==> config.mk <==
export PLATFORM = sky130hd
export DESIGN_NAME = rbm_channel
export DESIGN_NICKNAME = d
export VERILOG_FILES = /design/src/hdl/rbm_pkg.sv /design/src/hdl/rbm_div.sv /design/src/hdl/rbm_channel.sv
export SDC_FILE = /design/constraint.sdc
export NUM_CORES = 2
export LEC_CHECK = 0
export ABC_AREA = 1
export BUFFER_PORTS_ARGS = -buffer_cell sky130_fd_sc_hd__buf_2
export CAP_MARGIN = 40
export CORE_MARGIN = 10
export CORE_UTILIZATION = 40
export CTS_BUF_LIST = sky130_fd_sc_hd__clkbuf_8
export CTS_CLUSTER_SIZE = 25
export DETAILED_ROUTE_END_ITERATION = 10
export GPL_TIMING_DRIVEN = 0
export PLACE_DENSITY = 0.56
export SYNTH_ARGS = -nofsm -noshare
export SYNTH_HDL_FRONTEND = slang
export SYNTH_SLANG_ARGS = --single-unit
==> constraint.sdc <==
create_clock -name clk -period 8.1 [get_ports clk]
set_input_delay 0.81 -clock clk [delete_from_list [all_inputs] [get_ports clk]]
set_output_delay 0.81 -clock clk [all_outputs]
set_load 0.02 [all_outputs]
==> src/hdl/rbm_pkg.sv <==
// Shared constants, mode codes and pipeline types for the RGB blend mode unit.
package rbm_pkg;

	// Fixed point format: ONE = 2^FRAC stands for 1.0
	localparam int FRAC = 15;
	localparam int CW   = FRAC + 1;   // channel value width, holds ONE
	localparam int FW   = 16;         // port field width
	localparam int MW   = 4;          // blend mode width

	localparam logic [CW-1:0] ONE  = {1'b1, {FRAC{1'b0}}};
	localparam logic [CW-1:0] HALF = ONE >> 1;

	// Divider: quotient bits resolved per stage, and stage count
	localparam int DIV_PER = 3;
	localparam int DIV_STG = (FRAC + DIV_PER - 1) / DIV_PER;

	// Total latency: saturate, operands/product, divider stages, combine
	localparam int LAT = DIV_STG + 3;

	// Blend mode codes; unused codes act as softlight
	localparam logic [MW-1:0] MODE_MUL   = 4'd0;
	localparam logic [MW-1:0] MODE_ADD   = 4'd1;
	localparam logic [MW-1:0] MODE_SCR   = 4'd2;
	localparam logic [MW-1:0] MODE_OVL   = 4'd3;
	localparam logic [MW-1:0] MODE_SOFT  = 4'd4;
	localparam logic [MW-1:0] MODE_HARD  = 4'd5;
	localparam logic [MW-1:0] MODE_DODGE = 4'd6;
	localparam logic [MW-1:0] MODE_BURN  = 4'd7;
	localparam logic [MW-1:0] MODE_LDOD  = 4'd8;
	localparam logic [MW-1:0] MODE_LBURN = 4'd9;

	// Per-channel side data carried alongside the divider
	typedef struct packed {
		logic [MW-1:0]   mode;
		logic [CW-1:0]   a;
		logic [CW-1:0]   b;
		logic [2*CW-1:0] p;
		logic [3*CW-1:0] p2;
		logic            fix_en;
		logic [CW-1:0]   fix_val;
	} ch_ctl_t;

endpackage

==> src/hdl/rbm_div.sv <==
// Pipelined restoring divider: (num << FRAC) / den with num < den.
module rbm_div (
	input  logic                    clk,
	input  logic                    en,
	input  logic [rbm_pkg::CW-1:0]  num,
	input  logic [rbm_pkg::CW-1:0]  den,
	output logic [rbm_pkg::FRAC-1:0] q
);

	logic [rbm_pkg::CW-1:0]   rem_s [rbm_pkg::DIV_STG];
	logic [rbm_pkg::CW-1:0]   den_s [rbm_pkg::DIV_STG];
	logic [rbm_pkg::FRAC-1:0] quo_s [rbm_pkg::DIV_STG];

	for (genvar g = 0; g < rbm_pkg::DIV_STG; g++) begin : g_stg
		logic [rbm_pkg::CW-1:0]   rem_in, den_in, rem_nxt;
		logic [rbm_pkg::FRAC-1:0] quo_in, quo_nxt;

		if (g == 0) begin : g_first
			assign rem_in = num;
			assign den_in = den;
			assign quo_in = '0;
		end else begin : g_rest
			assign rem_in = rem_s[g-1];
			assign den_in = den_s[g-1];
			assign quo_in = quo_s[g-1];
		end

		// A few shift-subtract steps, one quotient bit each
		always_comb begin
			logic [rbm_pkg::CW:0] r2;
			r2      = '0;
			rem_nxt = rem_in;
			quo_nxt = quo_in;
			for (int j = 0; j < rbm_pkg::DIV_PER; j++) begin
				if (g * rbm_pkg::DIV_PER + j < rbm_pkg::FRAC) begin
					r2 = {rem_nxt, 1'b0};
					if (r2 >= {1'b0, den_in}) begin
						rem_nxt = rbm_pkg::CW'(r2 - {1'b0, den_in});
						quo_nxt = {quo_nxt[rbm_pkg::FRAC-2:0], 1'b1};
					end else begin
						rem_nxt = rbm_pkg::CW'(r2);
						quo_nxt = {quo_nxt[rbm_pkg::FRAC-2:0], 1'b0};
					end
				end
			end
		end

		always_ff @(posedge clk) begin
			if (en) begin
				rem_s[g] <= rem_nxt;
				den_s[g] <= den_in;
				quo_s[g] <= quo_nxt;
			end
		end
	end

	assign q = quo_s[rbm_pkg::DIV_STG-1];

endmodule

==> src/hdl/rbm_channel.sv <==
// One color channel blend pipeline: saturate, multiply, divide, combine.
module rbm_channel (
	input  logic                   clk,
	input  logic                   en,
	input  logic [rbm_pkg::MW-1:0] mode,
	input  logic [rbm_pkg::FW-1:0] a_in,
	input  logic [rbm_pkg::FW-1:0] b_in,
	output logic [rbm_pkg::FW-1:0] res
);

	localparam int CW = rbm_pkg::CW;
	localparam logic [rbm_pkg::FW:0] ONE_X = (rbm_pkg::FW + 1)'(rbm_pkg::ONE);

	logic [CW-1:0]          a_s1, b_s1;
	logic [rbm_pkg::MW-1:0] mode_s1;
	logic [CW-1:0]          a_sat, b_sat;

	// Saturate inputs to one
	always_comb begin
		a_sat = ({1'b0, a_in} > ONE_X) ? rbm_pkg::ONE : CW'({1'b0, a_in});
		b_sat = ({1'b0, b_in} > ONE_X) ? rbm_pkg::ONE : CW'({1'b0, b_in});
	end

	always_ff @(posedge clk) begin
		if (en) begin
			a_s1    <= a_sat;
			b_s1    <= b_sat;
			mode_s1 <= mode;
		end
	end

	// Operand selection for the product and the divider
	logic [CW-1:0] op_x, op_y, b_dev, dval, dnum, dden, fval;
	logic          above, fen;

	always_comb begin
		above = a_s1 > rbm_pkg::HALF;
		b_dev = (b_s1 >= rbm_pkg::HALF) ? b_s1 - rbm_pkg::HALF : rbm_pkg::HALF - b_s1;
		dval  = rbm_pkg::HALF - b_dev;
		op_x  = a_s1;
		op_y  = b_s1;
		dnum  = '0;
		dden  = CW'(1);
		fen   = 1'b0;
		fval  = '0;
		unique case (mode_s1)
			rbm_pkg::MODE_MUL, rbm_pkg::MODE_SCR, rbm_pkg::MODE_ADD,
			rbm_pkg::MODE_LDOD, rbm_pkg::MODE_LBURN: begin
				op_x = a_s1;
				op_y = b_s1;
			end
			rbm_pkg::MODE_OVL: begin
				if (b_s1 >= rbm_pkg::HALF) begin
					op_x = rbm_pkg::ONE - a_s1;
					op_y = rbm_pkg::ONE - b_s1;
				end
			end
			rbm_pkg::MODE_HARD: begin
				if (above) begin
					op_x = rbm_pkg::ONE - b_s1;
					op_y = a_s1 - rbm_pkg::HALF;
				end
			end
			rbm_pkg::MODE_DODGE: begin
				// quotient reaches one whenever b >= one - a
				if (b_s1 >= rbm_pkg::ONE - a_s1) begin
					fen  = 1'b1;
					fval = rbm_pkg::ONE;
				end else begin
					dnum = b_s1;
					dden = rbm_pkg::ONE - a_s1;
				end
			end
			rbm_pkg::MODE_BURN: begin
				if (a_s1 == rbm_pkg::ONE) begin
					fen  = 1'b1;
					fval = rbm_pkg::ONE;
				end else if (a_s1 == '0 || (rbm_pkg::ONE - b_s1) >= a_s1) begin
					fen  = 1'b1;
					fval = '0;
				end else begin
					dnum = rbm_pkg::ONE - b_s1;
					dden = a_s1;
				end
			end
			default: begin
				// softlight
				op_x = above ? rbm_pkg::ONE - b_s1 : b_s1;
				op_y = above ? CW'({a_s1 - rbm_pkg::HALF, 1'b0})
				             : CW'({rbm_pkg::HALF - a_s1, 1'b0});
			end
		endcase
	end

	rbm_pkg::ch_ctl_t       ctl_nxt;
	rbm_pkg::ch_ctl_t       ctl_s2;
	logic [CW-1:0]          d_s2, num_s2, den_s2;

	// Side data for the item, with the first product
	always_comb begin
		ctl_nxt         = '0;
		ctl_nxt.mode    = mode_s1;
		ctl_nxt.a       = a_s1;
		ctl_nxt.b       = b_s1;
		ctl_nxt.p       = op_x * op_y;
		ctl_nxt.fix_en  = fen;
		ctl_nxt.fix_val = fval;
	end

	always_ff @(posedge clk) begin
		if (en) begin
			ctl_s2 <= ctl_nxt;
			d_s2   <= dval;
			num_s2 <= dnum;
			den_s2 <= dden;
		end
	end

	// Divider runs alongside the side data
	logic [rbm_pkg::FRAC-1:0] quo;

	rbm_div u_div (
		.clk (clk),
		.en  (en),
		.num (num_s2),
		.den (den_s2),
		.q   (quo)
	);

	rbm_pkg::ch_ctl_t hold_s [rbm_pkg::DIV_STG];
	rbm_pkg::ch_ctl_t hold_in;

	// Second product for softlight in the first hold stage, then carry
	always_comb begin
		hold_in    = ctl_s2;
		hold_in.p2 = ctl_s2.p * d_s2;
	end

	always_ff @(posedge clk) begin
		if (en) begin
			hold_s[0] <= hold_in;
			for (int i = 1; i < rbm_pkg::DIV_STG; i++) begin
				hold_s[i] <= hold_s[i-1];
			end
		end
	end

	// Final combine per mode
	rbm_pkg::ch_ctl_t h;
	logic [CW:0]      sum, p_sh, p_sh1, p2_sh, r;

	always_comb begin
		h     = hold_s[rbm_pkg::DIV_STG-1];
		sum   = {1'b0, h.a} + {1'b0, h.b};
		p_sh  = (CW+1)'(h.p >> rbm_pkg::FRAC);
		p_sh1 = (CW+1)'(h.p >> (rbm_pkg::FRAC - 1));
		p2_sh = (CW+1)'(h.p2 >> (2 * rbm_pkg::FRAC));
		unique case (h.mode)
			rbm_pkg::MODE_MUL: r = p_sh;
			rbm_pkg::MODE_ADD, rbm_pkg::MODE_LDOD:
				r = (sum > {1'b0, rbm_pkg::ONE}) ? {1'b0, rbm_pkg::ONE} : sum;
			rbm_pkg::MODE_SCR: r = sum - p_sh;
			rbm_pkg::MODE_OVL:
				r = (h.b < rbm_pkg::HALF) ? p_sh1 : {1'b0, rbm_pkg::ONE} - p_sh1;
			rbm_pkg::MODE_HARD:
				r = (h.a > rbm_pkg::HALF) ? {1'b0, h.b} + p_sh1 : p_sh1;
			rbm_pkg::MODE_DODGE:
				r = h.fix_en ? {1'b0, h.fix_val} : (CW+1)'(quo);
			rbm_pkg::MODE_BURN:
				r = h.fix_en ? {1'b0, h.fix_val}
				             : {1'b0, rbm_pkg::ONE} - (CW+1)'(quo);
			rbm_pkg::MODE_LBURN:
				r = (sum < {1'b0, rbm_pkg::ONE}) ? '0 : sum - {1'b0, rbm_pkg::ONE};
			default:
				r = (h.a > rbm_pkg::HALF) ? {1'b0, h.b} + p2_sh : {1'b0, h.b} - p2_sh;
		endcase
	end

	always_ff @(posedge clk) begin
		if (en) begin
			res <= rbm_pkg::FW'(r);
		end
	end

endmodule

==> impl_metrics.sql <==
INSERT INTO impl_metrics (metric_group, metric, value, unit) VALUES
('outcome', 'status', 'finished, final reports clean', ''),
('global_route', 'use_met1', '0.304', ''),
('sta', 'layout_worst_path_cycle_share', '0.979', ''),
('routing', 'drt_wl_total', '203', 'mm'),
('logic_synthesis', 'synth_ff_type', 'sky130_fd_sc_hd__edfxtp_1', ''),
('layout', 'multiInputGateArea', '40800', 'um2'),
('sta', 'timing_worst_slew_pin_value', '941', 'ps'),
('logic_synthesis', 'synthArstFlopShare', '0', ''),
('logic_synthesis', 'synthSimpleGateAreaFrac', '0.185', ''),
('floorplanning', 'die_area', '186000', 'um2'),
('logic_synthesis', 'synthesized_area_per_cell', '8.58', 'um2'),
('layout', 'layout.cells.most_common_list', 'sky130_fd_sc_hd__nand2_1, sky130_fd_sc_hd__inv_1, sky130_fd_sc_hd__edfxtp_1', ''),
('sta', 'max_clock_freq', '126', 'MHz'),
('setup_path', 'worst_ep_arrival_time', '8390', 'ps'),
('routing', 'routed-via-count', '54100', ''),
('cts', 'cts_tree', 'built', ''),
('place', 'hpwl_reported_at_the_end_of_detailed_placement', '166', 'mm'),
('setup_path', 'reg2reg_depth', '32', ''),
('routing', 'route.detailed.wl_per_inst', '19.5', 'um'),
('global_route', 'grt_max_degree', '134', ''),
('sta', 'setup_violators_final', '0', ''),
('cts', 'cts_max_path_buffers', '3', ''),
('routing', 'drt_pass1_iterations', '5', ''),
('logic_synthesis', 'synth_compound_gate_area_share', '0.0893', ''),
('global_route', 'first_global_vias', '53100', ''),
('routing', 'drc', '0', ''),
('floorplanning', 'die-height', '431', 'um'),
('global_route', 'grt.total_usage', '0.214', ''),
('cts', 'cts_buffers', '110', ''),
('setup_path', 'worst_ep_required_time', '8560', 'ps'),
('global_route', 'grt.overflow.total', '0', ''),
('logic_synthesis', 'postSynthNetCount', '9091', ''),
('min_path', 'min_path_cells', '1', ''),
('cts', 'cts.clk_slew.worst_paths', '60', 'ps'),
('min_path', 'timing.hold.worst.start', 'mode[0]', ''),
('logic_synthesis', 'postSynthRegisterBits', '697', ''),
('sta', 'worst_slew_margin_rel', '0.373', ''),
('global_route', 'antenna_found_initial', '7', ''),
('logic_synthesis', 'seq_area_frac_synth', '0.309', ''),
('logic_synthesis', 'synthesized_instance_count', '7892', ''),
('routing', 'drt_iter0_markers', '4223', ''),
('layout', 'drive_gt1_frac', '0.0711', ''),
('sta', 'timing.final.max_slew_violations', '0', ''),
('setup_path', 'r2r_setup_slack', '170', 'ps'),
('logic_synthesis', 'yosys.cell_types.count', '66', ''),
('cts', 'clock_sinks', '697', ''),
('cts', 'cts-hold-fix-buffers', '0', ''),
('sta', 'max_clock_skew', '64.2', 'ps'),
('layout', 'area.growth.synth_to_final', '9.33', '%'),
('routing', 'final_antenna_net_count', '0', ''),
('cts', 'insertion_delay', '790', 'ps'),
('setup_path', 'timing.setup.critical_path_class', 'reg2reg', ''),
('sta', 'timing.final.crit_period', '7930', 'ps'),
('global_route', 'grt_met2_use', '0.341', ''),
('place', 'placement.io_buffers', '53', ''),
('floorplanning', 'fp.dieW', '431', 'um'),
('logic_synthesis', 'synth_warnings', '0', ''),
('logic_synthesis', 'synth-edff-count', '697', ''),
('setup_path', 'crit-reg2reg-capture', 'ctl_s2[94]', ''),
('min_path', 'worstHoldPathType', 'in2reg', ''),
('min_path', 'worst_hold_path_endpoint', 'mode_s1[0]', ''),
('floorplanning', 'core_rows', '150', ''),
('place', 'placed_cells_incl_taps', '10200', ''),
('layout', 'fin_nets', '9327', ''),
('routing', 'vias_per_cell', '5.20', ''),
('setup_path', 'slowest_stage', 'sky130_fd_sc_hd__fa_1', ''),
('layout', 'final_common_cell', 'sky130_fd_sc_hd__nand2_1', ''),
('logic_synthesis', 'yosys.area_share.xor_xnor', '0.0388', ''),
('global_route', 'gr-max-usage-layer', 'met2', ''),
('logic_synthesis', 'main_combinational_cell_family_by_area_after_synthesis', 'adder cells', ''),
('logic_synthesis', 'synth_fa_ha_area_frac', '0.283', '');
state kept, by name, indices dropped and copies added, names as in the netlist:
signal / cells
hold_s: 355
a_s1: 16
d_s2: 15
res: 16
u_div.rem_s: 64
mode_s1: 4
u_div.quo_s: 45
b_s1: 16
u_div.den_s: 64
num_s2: 16
den_s2: 16
ctl_s2: 70
cell type report:
| type | instances | share of cell area |
|---|---|---|
| clock inverters | 76 | 0.00713 |
| repair buffers | 126 | 0.0132 |
| plain buffers | 206 | 0.0142 |
| multi-input cells | 5542 | 0.551 |
| well taps | 2204 | 0.0372 |
| diodes | 1 | 0.0000338 |
| inverters | 1445 | 0.0740 |
| flip-flops and latches | 697 | 0.283 |
| clock buffers | 112 | 0.0208 |
critical path: cells and delay by family (launching register included):
kind / cells / cell delay (ps)
adder cells (fa/ha/maj): 8 / 3590
buffers and inverters: 9 / 1310
AO/OA/AOI/OAI: 6 / 1180
AND/OR/NAND/NOR: 8 / 820
flip-flops: 1 / 490
XOR/XNOR: 1 / 210
Yosys cell counts, types with 51 or more instances:
master | count | area share
sky130_fd_sc_hd__nand3_1 | 277 | 0.020
sky130_fd_sc_hd__nor2_1 | 536 | 0.030
sky130_fd_sc_hd__nor3_1 | 51 | 0.0038
sky130_fd_sc_hd__ha_1 | 542 | 0.10
sky130_fd_sc_hd__clkbuf_1 | 143 | 0.0079
sky130_fd_sc_hd__nand4_1 | 71 | 0.0066
sky130_fd_sc_hd__o21ai_0 | 342 | 0.025
sky130_fd_sc_hd__fa_1 | 619 | 0.18
sky130_fd_sc_hd__a21oi_1 | 427 | 0.032
sky130_fd_sc_hd__xor2_1 | 173 | 0.022
sky130_fd_sc_hd__nand2_1 | 1931 | 0.11
sky130_fd_sc_hd__edfxtp_1 | 697 | 0.31
sky130_fd_sc_hd__inv_1 | 1391 | 0.077
sky130_fd_sc_hd__xnor2_1 | 125 | 0.016
through the flow:
| step | TNS (ps) | util | area (um2) | setup slack (ps) |
|---|---|---|---|---|
| 2_1_floorplan | 0 | - | 67700 | 1130 |
| 3_3_place_gp | -2933070 | 0.422 | 70700 | -4290 |
| 3_5_place_dp | -11230 | 0.423 | 70900 | -1260 |
| 4_1_cts | -84.0 | 0.437 | 73300 | -84.0 |
| 5_1_grt | -179 | 0.441 | 74000 | -55.9 |
| 6_report | 0 | 0.441 | 74000 | 168 |
worst max path at each step:
stage                        start          to  slack, ps  depth (start not counted)
after global routing       a_s1[1]  ctl_s2[93]        -60                         33
after global placement          en  ctl_s2[81]      -4290                          1
after floorplan            a_s1[0]  ctl_s2[88]       1130                         34
final                     a_s1[14]  ctl_s2[94]        170                         32
after detailed placement  b_s1[14]  ctl_s2[93]      -1260                         30
after CTS                  a_s1[1]  ctl_s2[93]        -80                         32
logic make-up after synthesis:
| kind of cell | count (synthesis) |
|---|---|
| buffers and inverters | 1653 |
| AO/OA/AOI/OAI | 1060 |
| flip-flops | 697 |
| XOR/XNOR | 299 |
| adder cells (fa/ha/maj) | 1161 |
| AND/OR/NAND/NOR | 3022 |
what timing repair did:
action,CTS,global route
gates resized for setup,45,115
buffers inserted,16,47
hold endpoints to repair,0,0
pin swaps,5,27
setup endpoints to repair,18,14
cloned,0,1
per-layer routing:
metal | routed length (um) | vias to the layer above
met4 | 5020 | 2
met1 | 93000 | 26200
met3 | 14500 | 285
li1 | - | 25800
met2 | 90900 | 1793
met5 | 18 | -
Power is left out: the tool's default activity adds up to more than one toggle a clock period on the data nets, which glitch-free logic cannot reach.
